===== src/rtl/jts_pkg.sv =====
// ----------------------------------------------------------------------------
// jts_pkg
// Shared types, character codes, token kinds and word tables for the JSON
// token scanner.
// ----------------------------------------------------------------------------
package jts_pkg;

    localparam int OFFSET_BITS = 20;

    typedef logic [OFFSET_BITS-1:0] t_off;
    typedef logic [3:0]             t_kind;

    localparam t_off OFF_MAX = {OFFSET_BITS{1'b1}};

    // token kinds
    localparam t_kind K_LBRACE   = 4'd0;
    localparam t_kind K_RBRACE   = 4'd1;
    localparam t_kind K_COLON    = 4'd2;
    localparam t_kind K_COMMA    = 4'd3;
    localparam t_kind K_DOT      = 4'd4;
    localparam t_kind K_LBRACKET = 4'd5;
    localparam t_kind K_RBRACKET = 4'd6;
    localparam t_kind K_STRING   = 4'd7;
    localparam t_kind K_NUMBER   = 4'd8;
    localparam t_kind K_BOOL     = 4'd9;
    localparam t_kind K_NULL     = 4'd10;
    localparam t_kind K_BADCHAR  = 4'd11;
    localparam t_kind K_UNKNOWN  = 4'd12;
    localparam t_kind K_UNTERM   = 4'd13;

    // scan modes
    localparam logic [2:0] MODE_IDLE = 3'd0;
    localparam logic [2:0] MODE_INT  = 3'd1;
    localparam logic [2:0] MODE_DOT  = 3'd2;
    localparam logic [2:0] MODE_FRAC = 3'd3;
    localparam logic [2:0] MODE_EXP  = 3'd4;
    localparam logic [2:0] MODE_STR  = 3'd5;
    localparam logic [2:0] MODE_ESC  = 3'd6;
    localparam logic [2:0] MODE_WORD = 3'd7;

    // word candidates
    localparam logic [1:0] CAND_NONE  = 2'd0;
    localparam logic [1:0] CAND_TRUE  = 2'd1;
    localparam logic [1:0] CAND_FALSE = 2'd2;
    localparam logic [1:0] CAND_NULL  = 2'd3;

    // characters
    localparam logic [7:0] CH_LBRACE   = 8'h7B;
    localparam logic [7:0] CH_RBRACE   = 8'h7D;
    localparam logic [7:0] CH_COLON    = 8'h3A;
    localparam logic [7:0] CH_COMMA    = 8'h2C;
    localparam logic [7:0] CH_DOT      = 8'h2E;
    localparam logic [7:0] CH_LBRACKET = 8'h5B;
    localparam logic [7:0] CH_RBRACKET = 8'h5D;
    localparam logic [7:0] CH_QUOTE    = 8'h22;
    localparam logic [7:0] CH_BSLASH   = 8'h5C;
    localparam logic [7:0] CH_SP       = 8'h20;
    localparam logic [7:0] CH_LF       = 8'h0A;
    localparam logic [7:0] CH_TAB      = 8'h09;
    localparam logic [7:0] CH_CR       = 8'h0D;
    localparam logic [7:0] CH_PLUS     = 8'h2B;
    localparam logic [7:0] CH_MINUS    = 8'h2D;
    localparam logic [7:0] CH_E        = 8'h65;
    localparam logic [7:0] CH_UNDER    = 8'h5F;
    localparam logic [7:0] CH_T        = 8'h74;
    localparam logic [7:0] CH_F        = 8'h66;
    localparam logic [7:0] CH_N        = 8'h6E;

    typedef struct packed {
        t_kind kind;
        t_off  begin_off;
        t_off  finish_off;
    } t_token;

    // tokens caused by one text byte, in order
    typedef struct packed {
        t_token [2:0] tok;
        logic   [1:0] count;
    } t_run;

    function automatic logic is_num(input logic [7:0] c);
        return (c >= 8'h30 && c <= 8'h39) || c == CH_PLUS || c == CH_MINUS;
    endfunction

    function automatic logic is_letter(input logic [7:0] c);
        return (c >= 8'h61 && c <= 8'h7A) || (c >= 8'h41 && c <= 8'h5A) || c == CH_UNDER;
    endfunction

    function automatic logic [2:0] word_len(input logic [1:0] cand);
        logic [2:0] len;
        case (cand)
            CAND_TRUE:  len = 3'd4;
            CAND_FALSE: len = 3'd5;
            CAND_NULL:  len = 3'd4;
            default:    len = 3'd0;
        endcase
        return len;
    endfunction

    function automatic logic [7:0] word_char(input logic [1:0] cand, input logic [2:0] idx);
        logic [7:0] ch;
        case ({cand, idx})
            {CAND_TRUE, 3'd0}:  ch = 8'h74;
            {CAND_TRUE, 3'd1}:  ch = 8'h72;
            {CAND_TRUE, 3'd2}:  ch = 8'h75;
            {CAND_TRUE, 3'd3}:  ch = 8'h65;
            {CAND_FALSE, 3'd0}: ch = 8'h66;
            {CAND_FALSE, 3'd1}: ch = 8'h61;
            {CAND_FALSE, 3'd2}: ch = 8'h6C;
            {CAND_FALSE, 3'd3}: ch = 8'h73;
            {CAND_FALSE, 3'd4}: ch = 8'h65;
            {CAND_NULL, 3'd0}:  ch = 8'h6E;
            {CAND_NULL, 3'd1}:  ch = 8'h75;
            {CAND_NULL, 3'd2}:  ch = 8'h6C;
            {CAND_NULL, 3'd3}:  ch = 8'h6C;
            default:            ch = 8'h00;
        endcase
        return ch;
    endfunction

endpackage


===== src/rtl/jts_scan.sv =====
// ----------------------------------------------------------------------------
// jts_scan
// Scan state registers and the per-byte step that yields up to three tokens.
// ----------------------------------------------------------------------------
module jts_scan (
    input  logic          i_clk,
    input  logic          i_rst_n,
    input  logic          i_accept,
    input  logic [7:0]    i_text_byte,
    input  logic          i_final_byte,
    output jts_pkg::t_run o_run
);
    import jts_pkg::*;

    logic [2:0] r_mode, n_mode;
    t_off       r_pos, n_pos;
    t_off       r_pstart, n_pstart;
    logic [1:0] r_cand, n_cand;
    logic [2:0] r_widx, n_widx;
    logic       r_wmis, n_wmis;

    t_off   w_nxt, w_prev;
    t_run   w_run;
    logic   w_idle;

    // append a token unless three are already queued
    function automatic t_run put(input t_run r, input t_kind k, input t_off b, input t_off f);
        t_run q;
        q = r;
        if (q.count != 2'd3) begin
            q.tok[q.count] = '{kind: k, begin_off: b, finish_off: f};
            q.count        = q.count + 2'd1;
        end
        return q;
    endfunction

    function automatic t_kind word_kind(input logic [1:0] cand, input logic [2:0] idx,
                                        input logic mis);
        t_kind k;
        k = K_UNKNOWN;
        if (!mis && cand != CAND_NONE && idx == word_len(cand))
            k = (cand == CAND_NULL) ? K_NULL : K_BOOL;
        return k;
    endfunction

    assign w_nxt  = (r_pos == OFF_MAX) ? r_pos : r_pos + t_off'(1);
    assign w_prev = (r_pos == '0) ? r_pos : r_pos - t_off'(1);

    always_comb begin
        n_mode   = r_mode;
        n_pos    = w_nxt;
        n_pstart = r_pstart;
        n_cand   = r_cand;
        n_widx   = r_widx;
        n_wmis   = r_wmis;
        w_run    = '0;
        w_idle   = 1'b0;

        case (r_mode)
            MODE_INT, MODE_FRAC: begin
                if (!is_num(i_text_byte)) begin
                    if (i_text_byte == CH_DOT && r_mode == MODE_INT) begin
                        n_mode = MODE_DOT;
                    end else if (i_text_byte == CH_E) begin
                        n_mode = MODE_EXP;
                    end else begin
                        w_run  = put(w_run, K_NUMBER, r_pstart, r_pos);
                        w_idle = 1'b1;
                    end
                end
            end
            MODE_DOT: begin
                if (is_num(i_text_byte)) begin
                    n_mode = MODE_FRAC;
                end else begin
                    w_run  = put(w_run, K_NUMBER, r_pstart, w_prev);
                    w_run  = put(w_run, K_DOT, w_prev, r_pos);
                    w_idle = 1'b1;
                end
            end
            MODE_EXP: begin
                if (!is_num(i_text_byte)) begin
                    w_run  = put(w_run, K_NUMBER, r_pstart, r_pos);
                    w_idle = 1'b1;
                end
            end
            MODE_STR: begin
                if (i_text_byte == CH_BSLASH) begin
                    n_mode = MODE_ESC;
                end else if (i_text_byte == CH_QUOTE) begin
                    w_run  = put(w_run, K_STRING, r_pstart, w_nxt);
                    n_mode = MODE_IDLE;
                end
            end
            MODE_ESC: begin
                n_mode = MODE_STR;
            end
            MODE_WORD: begin
                if (is_letter(i_text_byte)) begin
                    if (!r_wmis && (r_cand == CAND_NONE || r_widx >= word_len(r_cand) ||
                                    i_text_byte != word_char(r_cand, r_widx)))
                        n_wmis = 1'b1;
                    if (r_widx != 3'd7)
                        n_widx = r_widx + 3'd1;
                end else begin
                    w_run  = put(w_run, word_kind(r_cand, r_widx, r_wmis), r_pstart, r_pos);
                    w_idle = 1'b1;
                end
            end
            default: begin
                w_idle = 1'b1;
            end
        endcase

        // byte seen from between tokens
        if (w_idle) begin
            n_mode = MODE_IDLE;
            case (i_text_byte)
                CH_LBRACE:   w_run = put(w_run, K_LBRACE, r_pos, w_nxt);
                CH_RBRACE:   w_run = put(w_run, K_RBRACE, r_pos, w_nxt);
                CH_COLON:    w_run = put(w_run, K_COLON, r_pos, w_nxt);
                CH_COMMA:    w_run = put(w_run, K_COMMA, r_pos, w_nxt);
                CH_DOT:      w_run = put(w_run, K_DOT, r_pos, w_nxt);
                CH_LBRACKET: w_run = put(w_run, K_LBRACKET, r_pos, w_nxt);
                CH_RBRACKET: w_run = put(w_run, K_RBRACKET, r_pos, w_nxt);
                CH_QUOTE: begin
                    n_mode   = MODE_STR;
                    n_pstart = r_pos;
                end
                CH_SP, CH_LF, CH_TAB, CH_CR: begin
                end
                default: begin
                    if (is_num(i_text_byte)) begin
                        n_mode   = MODE_INT;
                        n_pstart = r_pos;
                    end else if (is_letter(i_text_byte)) begin
                        n_mode   = MODE_WORD;
                        n_pstart = r_pos;
                        n_cand   = (i_text_byte == CH_T) ? CAND_TRUE :
                                   (i_text_byte == CH_F) ? CAND_FALSE :
                                   (i_text_byte == CH_N) ? CAND_NULL : CAND_NONE;
                        n_wmis   = (n_cand == CAND_NONE);
                        n_widx   = 3'd1;
                    end else begin
                        w_run = put(w_run, K_BADCHAR, r_pos, w_nxt);
                    end
                end
            endcase
        end

        // flush the open token and start a new text
        if (i_final_byte) begin
            case (n_mode)
                MODE_INT, MODE_FRAC, MODE_EXP: begin
                    w_run = put(w_run, K_NUMBER, n_pstart, w_nxt);
                end
                MODE_DOT: begin
                    w_run = put(w_run, K_NUMBER, n_pstart, r_pos);
                    w_run = put(w_run, K_DOT, r_pos, w_nxt);
                end
                MODE_STR, MODE_ESC: begin
                    w_run = put(w_run, K_UNTERM, n_pstart, w_nxt);
                end
                MODE_WORD: begin
                    w_run = put(w_run, word_kind(n_cand, n_widx, n_wmis), n_pstart, w_nxt);
                end
                default: begin
                end
            endcase
            n_mode   = MODE_IDLE;
            n_pos    = '0;
            n_pstart = '0;
            n_cand   = CAND_NONE;
            n_widx   = 3'd0;
            n_wmis   = 1'b0;
        end
    end

    always_ff @(posedge i_clk) begin
        if (!i_rst_n) begin
            r_mode   <= MODE_IDLE;
            r_pos    <= '0;
            r_pstart <= '0;
            r_cand   <= CAND_NONE;
            r_widx   <= 3'd0;
            r_wmis   <= 1'b0;
        end else if (i_accept) begin
            r_mode   <= n_mode;
            r_pos    <= n_pos;
            r_pstart <= n_pstart;
            r_cand   <= n_cand;
            r_widx   <= n_widx;
            r_wmis   <= n_wmis;
        end
    end

    assign o_run = w_run;

endmodule


===== src/rtl/jts_outbuf.sv =====
// ----------------------------------------------------------------------------
// jts_outbuf
// Result register for the tokens of one byte; drains them one beat at a time.
// ----------------------------------------------------------------------------
module jts_outbuf (
    input  logic                i_clk,
    input  logic                i_rst_n,
    input  logic                i_load,
    input  jts_pkg::t_run       i_run,
    output logic                o_room,
    output logic                o_out_valid,
    input  logic                i_out_stall,
    output jts_pkg::t_token     o_token,
    output logic                o_last_of_run
);
    import jts_pkg::*;

    logic [1:0]   r_cnt;
    logic [1:0]   r_idx;
    t_token [2:0] r_tok;
    logic         w_beat;
    logic         w_last;

    assign o_out_valid   = (r_cnt != 2'd0);
    assign w_last        = (r_idx == r_cnt - 2'd1);
    assign w_beat        = o_out_valid && !i_out_stall;
    assign o_room        = !o_out_valid || (w_beat && w_last);
    assign o_token       = r_tok[r_idx];
    assign o_last_of_run = w_last;

    always_ff @(posedge i_clk) begin
        if (!i_rst_n) begin
            r_cnt <= 2'd0;
            r_idx <= 2'd0;
        end else if (i_load) begin
            r_cnt <= i_run.count;
            r_idx <= 2'd0;
        end else if (w_beat) begin
            if (w_last) begin
                r_cnt <= 2'd0;
                r_idx <= 2'd0;
            end else begin
                r_idx <= r_idx + 2'd1;
            end
        end
    end

    always_ff @(posedge i_clk) begin
        if (i_load) begin
            r_tok <= i_run.tok;
        end
    end

    // read pointer always names a filled entry
    a_idx_in_range: assert property (@(posedge i_clk) disable iff (!i_rst_n)
        o_out_valid |-> (r_idx < r_cnt))
        else $error("read index past filled entries");

    // a beat that is not the last of its run leaves more to deliver
    a_run_continues: assert property (@(posedge i_clk) disable iff (!i_rst_n)
        (w_beat && !w_last) |=> (o_out_valid && r_idx == $past(r_idx) + 2'd1))
        else $error("run ended early");

    // a load that carries tokens presents them on the next cycle
    a_load_shows: assert property (@(posedge i_clk) disable iff (!i_rst_n)
        (i_load && i_run.count != 2'd0) |=> (o_out_valid && r_idx == 2'd0))
        else $error("loaded tokens not presented");

    // no load may overwrite tokens still waiting
    a_no_overwrite: assert property (@(posedge i_clk) disable iff (!i_rst_n)
        i_load |-> o_room)
        else $error("load while tokens pending");

    // reset empties the buffer
    a_reset_empty: assert property (@(posedge i_clk)
        !i_rst_n |=> !o_out_valid)
        else $error("buffer not empty after reset");

endmodule


===== src/rtl/json_token_scanner.sv =====
// ----------------------------------------------------------------------------
// json_token_scanner
// Streaming JSON tokenizer: one text byte in per beat, tokens out per beat.
// ----------------------------------------------------------------------------
// Input channel: i_text_byte with i_final_byte, qualified by i_in_valid and
// held off by o_in_stall. Set i_final_byte on the last byte of a text; it
// flushes any open token (an open string comes out as an unterminated-string
// token) and the next byte starts a new text at offset 0.
// Output channel: o_token_kind, o_token_begin, o_token_finish, o_last_of_run,
// qualified by o_out_valid and held off by i_out_stall. o_last_of_run marks
// the final token caused by one input byte.
// Tokens of a byte are registered and appear in the cycle after that byte's beat.
// Throughput: one byte per cycle while each byte causes at most one token
// and the output is not stalled; a byte causing k tokens (k up to 3) holds
// the input stalled until its last token is being taken, set by the single
// output beat per cycle drained from the result register.
// Stall: while i_out_stall is high the current token holds; the input is
// stalled until the last token of the waiting run is being taken, so the
// next byte's beat overlaps that final output beat.
// Reset (synchronous, i_rst_n low): scanner goes idle, offset returns to 0,
// the result register empties.
// ----------------------------------------------------------------------------
module json_token_scanner (
    input  logic                       i_clk,
    input  logic                       i_rst_n,
    input  logic                       i_in_valid,
    output logic                       o_in_stall,
    input  logic [7:0]                 i_text_byte,
    input  logic                       i_final_byte,
    output logic                       o_out_valid,
    input  logic                       i_out_stall,
    output logic [3:0]                 o_token_kind,
    output logic [jts_pkg::OFFSET_BITS-1:0] o_token_begin,
    output logic [jts_pkg::OFFSET_BITS-1:0] o_token_finish,
    output logic                       o_last_of_run
);
    import jts_pkg::*;

    logic   w_room;
    logic   w_accept;
    t_run   w_run;
    t_token w_token;

    // take a byte whenever the result register is free or freeing this cycle
    assign o_in_stall = !w_room;
    assign w_accept   = i_in_valid && w_room;

    jts_scan u_scan (
        .i_clk        (i_clk),
        .i_rst_n      (i_rst_n),
        .i_accept     (w_accept),
        .i_text_byte  (i_text_byte),
        .i_final_byte (i_final_byte),
        .o_run        (w_run)
    );

    jts_outbuf u_outbuf (
        .i_clk         (i_clk),
        .i_rst_n       (i_rst_n),
        .i_load        (w_accept),
        .i_run         (w_run),
        .o_room        (w_room),
        .o_out_valid   (o_out_valid),
        .i_out_stall   (i_out_stall),
        .o_token       (w_token),
        .o_last_of_run (o_last_of_run)
    );

    assign o_token_kind   = w_token.kind;
    assign o_token_begin  = w_token.begin_off;
    assign o_token_finish = w_token.finish_off;

endmodule

===== config.mk =====
export PLATFORM = sky130hd
export DESIGN_NAME = json_token_scanner
export DESIGN_NICKNAME = d
export VERILOG_FILES = /design/src/rtl/jts_pkg.sv /design/src/rtl/jts_scan.sv /design/src/rtl/jts_outbuf.sv /design/src/rtl/json_token_scanner.sv
export SDC_FILE = /design/constraint.sdc
export NUM_CORES = 1
export LEC_CHECK = 0
export ABC_AREA = 0
export BUFFER_PORTS_ARGS = -buffer_cell sky130_fd_sc_hd__buf_4
export CORE_MARGIN = 3
export CORE_UTILIZATION = 35
export DETAILED_ROUTE_END_ITERATION = 6
export GPL_ROUTABILITY_DRIVEN = 0
export MAX_ROUTING_LAYER = met4
export PLACE_DENSITY = 0.47
export SLEW_MARGIN = 0
export SYNTH_ARGS = -nofsm -noshare
export SYNTH_HDL_FRONTEND = slang
export SYNTH_HIERARCHICAL = 1
export SYNTH_SLANG_ARGS = --single-unit

===== constraint.sdc =====
create_clock -name i_clk -period 8.3 [get_ports i_clk]
set_clock_uncertainty 0.15 [all_clocks]
set_input_delay 0.415 -clock i_clk [delete_from_list [all_inputs] [get_ports i_clk]]
set_output_delay 0.415 -clock i_clk [all_outputs]
set_load 0.01 [all_outputs]

**Word level (Yosys, flattened, before mapping)**

Memory sizes are Yosys's and may differ from the RTL's. A register that Yosys moved wholly into a read port is not among the register bits.
Index checks and enable logic that the tools add are counted.

- Memories kept: 1
- Output and inout bits: 47
- ROM bits: 224
- Input port bits: 13
- Word-level logic and storage cells: 271
- Flip-flop bits (word level): 185

- Equality and inequality tests: 50
- Add/sub/neg operators: 9
- Mux-type cells: 129
- Reduce and logical (&&, ||, !) cells: 48
- Bitwise gates (word level): 1
- $lt $le $gt $ge: 16

Memory list:

| memory | words | bits a word | read ports | clocked after memory_dff | write ports | line | RTL |
|---|---|---|---|---|---|---|---|
| (name not given) | 32 | 7 | 1 | 1 | 0 | jts_pkg.sv:102 | `case ({cand, idx})` |

Operators by type and width:

| kind | number |
|---|---|
| $mux W134 | 24 |
| $bwmux W132 | 14 |
| $pmux W134 S8 | 1 |
| $pmux W134 S5 | 1 |
| $pmux W134 S4 | 1 |
| $demux W44 S2 | 4 |
| $mux W46 | 5 |
| $mux W44 | 5 |
| $mux W20 | 7 |
| $bmux W44 S2 | 1 |
| $eq A8 B7 Y1 const B | 10 |
| $mux W3 | 24 |
| $eq A8 B6 Y1 const B | 7 |
| $mux W45 | 1 |
| $pmux W20 S2 | 1 |
| $mux W2 | 14 |
| $eq A3 B3 Y1 const B | 8 |
| $eq A8 B4 Y1 const B | 3 |
| $add A20 B1 Y20 const B | 1 |
| $eq A20 B20 Y1 const B | 1 |
| $logic_not A20 Y1 | 1 |
| $sub A20 B1 Y20 const B | 1 |
| $pmux W3 S2 | 3 |
| $ge A8 B7 Y1 const B | 2 |
| other kinds (36) | 113 |

**Longest topological paths before layout**

- Depth after elaboration: 41
- Gate-level depth with buffers: 16
- Gate-level depth less buffers: 15

**Modules after synthesis**

The synthesis kept the hierarchy.

Modules (own cells, without submodules):

| module | instances | area each (um^2) | cells each | seq. area each (um^2) |
|---|---|---|---|---|
| jts_scan | 1 | 6681.4 | 958 | 1101.1 |
| jts_outbuf | 1 | 5178.7 | 310 | 4043.9 |
| json_token_scanner | 1 | 10.0 | 2 | 0.0 |

**Worst setup path after synthesis**

Ideal clock, no wire load.

- Path type: flip-flop to flip-flop
- Start: register u_outbuf.r_cnt[0]
- End: register with a tool-made name
- Path buffers: 1
- Required time: 8.024 ns
- Clock period less this slack: 6.340 ns
- Stages on the path, launching flop included: 17
- Setup time: 0.126 ns
- Slack: 1.960 ns
- Arrival time: 6.064 ns
- Path through: dfxtp_1 -> inv_1 -> ha_1 -> xnor2_4 -> o31ai_1 -> and2_1 -> clkbuf_1 -> nand2_1 -> or3_1 -> a221oi_1 -> a21oi_1 -> nor2b_1 -> inv_1 -> ha_1 -> inv_1 -> mux2_2 -> o32ai_1

RTL lines:

| element | line | RTL |
|---|---|---|
| from (decl) | jts_outbuf.sv:18 | `logic [1:0] r_cnt;` |
| from (signal assigned) | jts_outbuf.sv:36 | `r_cnt <= i_run.count;` |

==> results.sh <==
export IMPL_combPwrFrac_pct=16.2
export IMPL_finalHoldViolCount=0
export IMPL_place_ws_ps=3560
export IMPL_synth_edff_count=132
export IMPL_synth_simple_area_share_pct=20.2
export IMPL_grt_pass1_vias=9726
export IMPL_synth_distinct_cells=94
export IMPL_power_internal_mw=1.67
export IMPL_port_buffers=59
export IMPL_drc=0
export IMPL_start_util_pct=36.0
export IMPL_ys_top_cells_by_area="edfxtp_1, dfxtp_1, mux2i_1"
export IMPL_clock_fmax_mhz=226
export IMPL_die_area_mm2=0.0362
export IMPL_slew_viol_final=0
export IMPL_synth_top_family_by_area="compound AO/OA/AOI/OAI gates"
export IMPL_drt_vias_per_instance=5.95
export IMPL_fin_util_pct=39.8
export IMPL_synth_xor_area_share_pct=1.93
export IMPL_post_cts_buffers=0
export IMPL_worstMarginPinSlew_ps=1170
export IMPL_period_minus_slack_ps=4420
export IMPL_p_clk_share_pct=36.0
export IMPL_start_kind="flop"
export IMPL_final_net_count=1288
export IMPL_p_sw_mw=0.646
export IMPL_critical_path_class="flop to flop"
export IMPL_ys_flop_type="edfxtp_1"
export IMPL_path_clk_slew_ps=70
export IMPL_grt_pass1_wl_um=61300
export IMPL_grt_max_degree=76
export IMPL_min_path_type="input port to flop"
export IMPL_yosysTopAreaCell="edfxtp_1"
export IMPL_yosys_warnings=6
export IMPL_crit_chain="buf_4 -> xnor2_4 -> o31ai_1 -> and2_4 -> buf_4 -> nand2_1 -> or3_1 -> a221oi_1 -> a21oi_1 -> nor2b_1 -> inv_1 -> ha_1 -> inv_1 -> mux2_2 -> o32ai_1"
export IMPL_ant_nets=0
export IMPL_crit_arrival_ps=4580
export IMPL_cts_inserted_buffers=17
export IMPL_synthArstFlopShare_pct=0
export IMPL_n_antenna_cell=0
export IMPL_clk_latency_ps=450
export IMPL_cap_viol_max_count=0
export IMPL_dieHeight_um=190
export IMPL_layout_setup_ws_ps=3880
export IMPL_netSwitchingFraction_pct=27.9
export IMPL_worst_path_buf_inv=4
export IMPL_crit_fanout=49
export IMPL_first_iter_violations=888
export IMPL_critPathTopFamily="buffers and inverters"
export IMPL_synth_area_mm2=0.0119
export IMPL_row_count=66
export IMPL_wl_per_cell_um=23.4
export IMPL_syn_to_final_growth_pct=10.5
export IMPL_p_seq_share_pct=47.8
export IMPL_numClockSinks=191
export IMPL_synthCells=1270
export IMPL_rsz0062_at_grt="false"
export IMPL_gr_total_overflow=0
export IMPL_routed_wirelength_um=40300
export IMPL_h_tree_depth=4
export IMPL_max_clock_path_buffers=2
export IMPL_status="complete, no violations"
export IMPL_yosys_area_top_type_share_pct=33.4
export IMPL_max_stage_delay_ps=600
export IMPL_track_usage_pct=22.9
export IMPL_relSlewSlack_pct=21.7
export IMPL_cts_hold_buf=0
export IMPL_first_pass_iters=7
export IMPL_syn_nets=1294
export IMPL_ys_seq_area_share_pct=43.3
export IMPL_setup_violations=0
export IMPL_synth_area_mux_share_pct=4.92
export IMPL_synth_fa_ha_area_share_pct=1.16
export IMPL_ir_drop_v=0.000140
export IMPL_core_area_mm2=0.0329
export IMPL_p_leak_nw=4.48
export IMPL_slowest_stage="buf_4"
export IMPL_cts_tree="done"
export IMPL_ioPinCount=60
export IMPL_end_kind="flop"
export IMPL_fin_crit_sh_pct=53.3
export IMPL_vias=10200
export IMPL_antenna_found_initial=0
export IMPL_required_ps=8460
export IMPL_ys_top_cells_by_count="edfxtp_1, nand2_1, o21ai_0"
export IMPL_synth_seq_cells=191
export IMPL_powerDensity_mw_per_mm2=177
export IMPL_die_w_um=190
export IMPL_cts_root_buf="clkbuf_16"
export IMPL_setup_tns_final_ps=0
export IMPL_cts_resized=0
export IMPL_layout_drive_gt1_share_pct=12.1
export IMPL_synth_compound_area_share_pct=23.2
export IMPL_dp_hpwl_um=26800
export IMPL_avgSynthCellArea_um2=9.35
-- sequential cells by signal (all words and copies together) (netlist names), named ones only --
signal,cells
u_outbuf/r_cnt,2
u_outbuf/r_idx,2
u_outbuf/r_tok,132
u_scan/r_cand,2
u_scan/r_mode,3
u_scan/r_pos,20
u_scan/r_pstart,20
u_scan/r_widx,3
u_scan/r_wmis,1
-- stage by stage --
| stage | area [µm²] | instances | hold WS [ps] | power (mW) |
|---|---|---|---|---|
| after detailed placement | 12500 | 1687 | 320 | 1.50 |
| after floorplan | 11900 | 1270 | 301 | 1.36 |
| after global placement | 12500 | 1687 | 322 | 1.50 |
| final | 13100 | 1719 | 133 | 2.32 |
| after global routing | 13100 | 1719 | 135 | 2.41 |
| after CTS | 13100 | 1719 | 105 | 2.34 |
-- tightest hold or removal path, cell delays in order --
cell	delay [ps]
buf_4	90
nor2_1	60
nand2_1	60
o31ai_1	60
-- power groups by stage --
stage	sequential [mW]	combinational [mW]	clock [mW]
6_report	1.11	0.375	0.833
5_1_grt	1.11	0.403	0.897
4_1_cts	1.11	0.375	0.858
3_5_place_dp	1.13	0.373	0
3_3_place_gp	1.13	0.374	0
2_1_floorplan	1.13	0.231	0
-- logic make-up (layout without fill, tap and decap cells) --
family          after synthesis  count (layout)
buf+inv                     135             142
flops                       191             191
fa+ha+maj                    11              11
simple gates                459             459
mux                          58              58
xor+xnor                     24              24
compound gates              392             392
-- cell type report --
type / count / area [µm²]
Tap cell: 442 / 553
Inverter: 29 / 109
Timing Repair Buffer: 81 / 608
Fill cell: 3350 / 19800
Clock inverter: 11 / 130
Clock buffer: 21 / 460
Multi-Input combinational cell: 944 / 6110
Sequential cell: 191 / 5150
-- path summary, 6_finish.rpt --
path         slack [ps]  depth (start not counted)                 to              start
max                3880                         15               flop  u_outbuf/r_idx[1]
min                 130                          4  u_outbuf/r_idx[0]        i_out_stall
max reg2reg        3880                         15               flop  u_outbuf/r_idx[1]
min reg2reg         330                          2  u_outbuf/r_cnt[1]  u_outbuf/r_cnt[1]
-- cells in the final DEF, fill, tap and decap left out, types with 17 or more instances in the layout --
cell type  count
and2_1        40
mux2i_1       55
o31ai_1       27
edfxtp_1     132
nor3_1        29
nand3_1       36
o21ai_0       95
buf_4         81
a22o_1        23
o22ai_1       17
a22oi_1       28
nor2b_1       42
dfxtp_1       57
clkbuf_16     17
a21oi_1       51
nand2_1      132
inv_1         28
nor2_1        78
-- per-layer routing --
layer	part of all wire (%)	GRT usage (%)	up-vias
li1	-	-	4754
met3	5.3	3.39	60
met4	2.7	7.23	0
met1	46	31.3	5040
met2	46	35.3	366
met5	0	-	-
No activity file was read; power rests on OpenSTA's default activity.
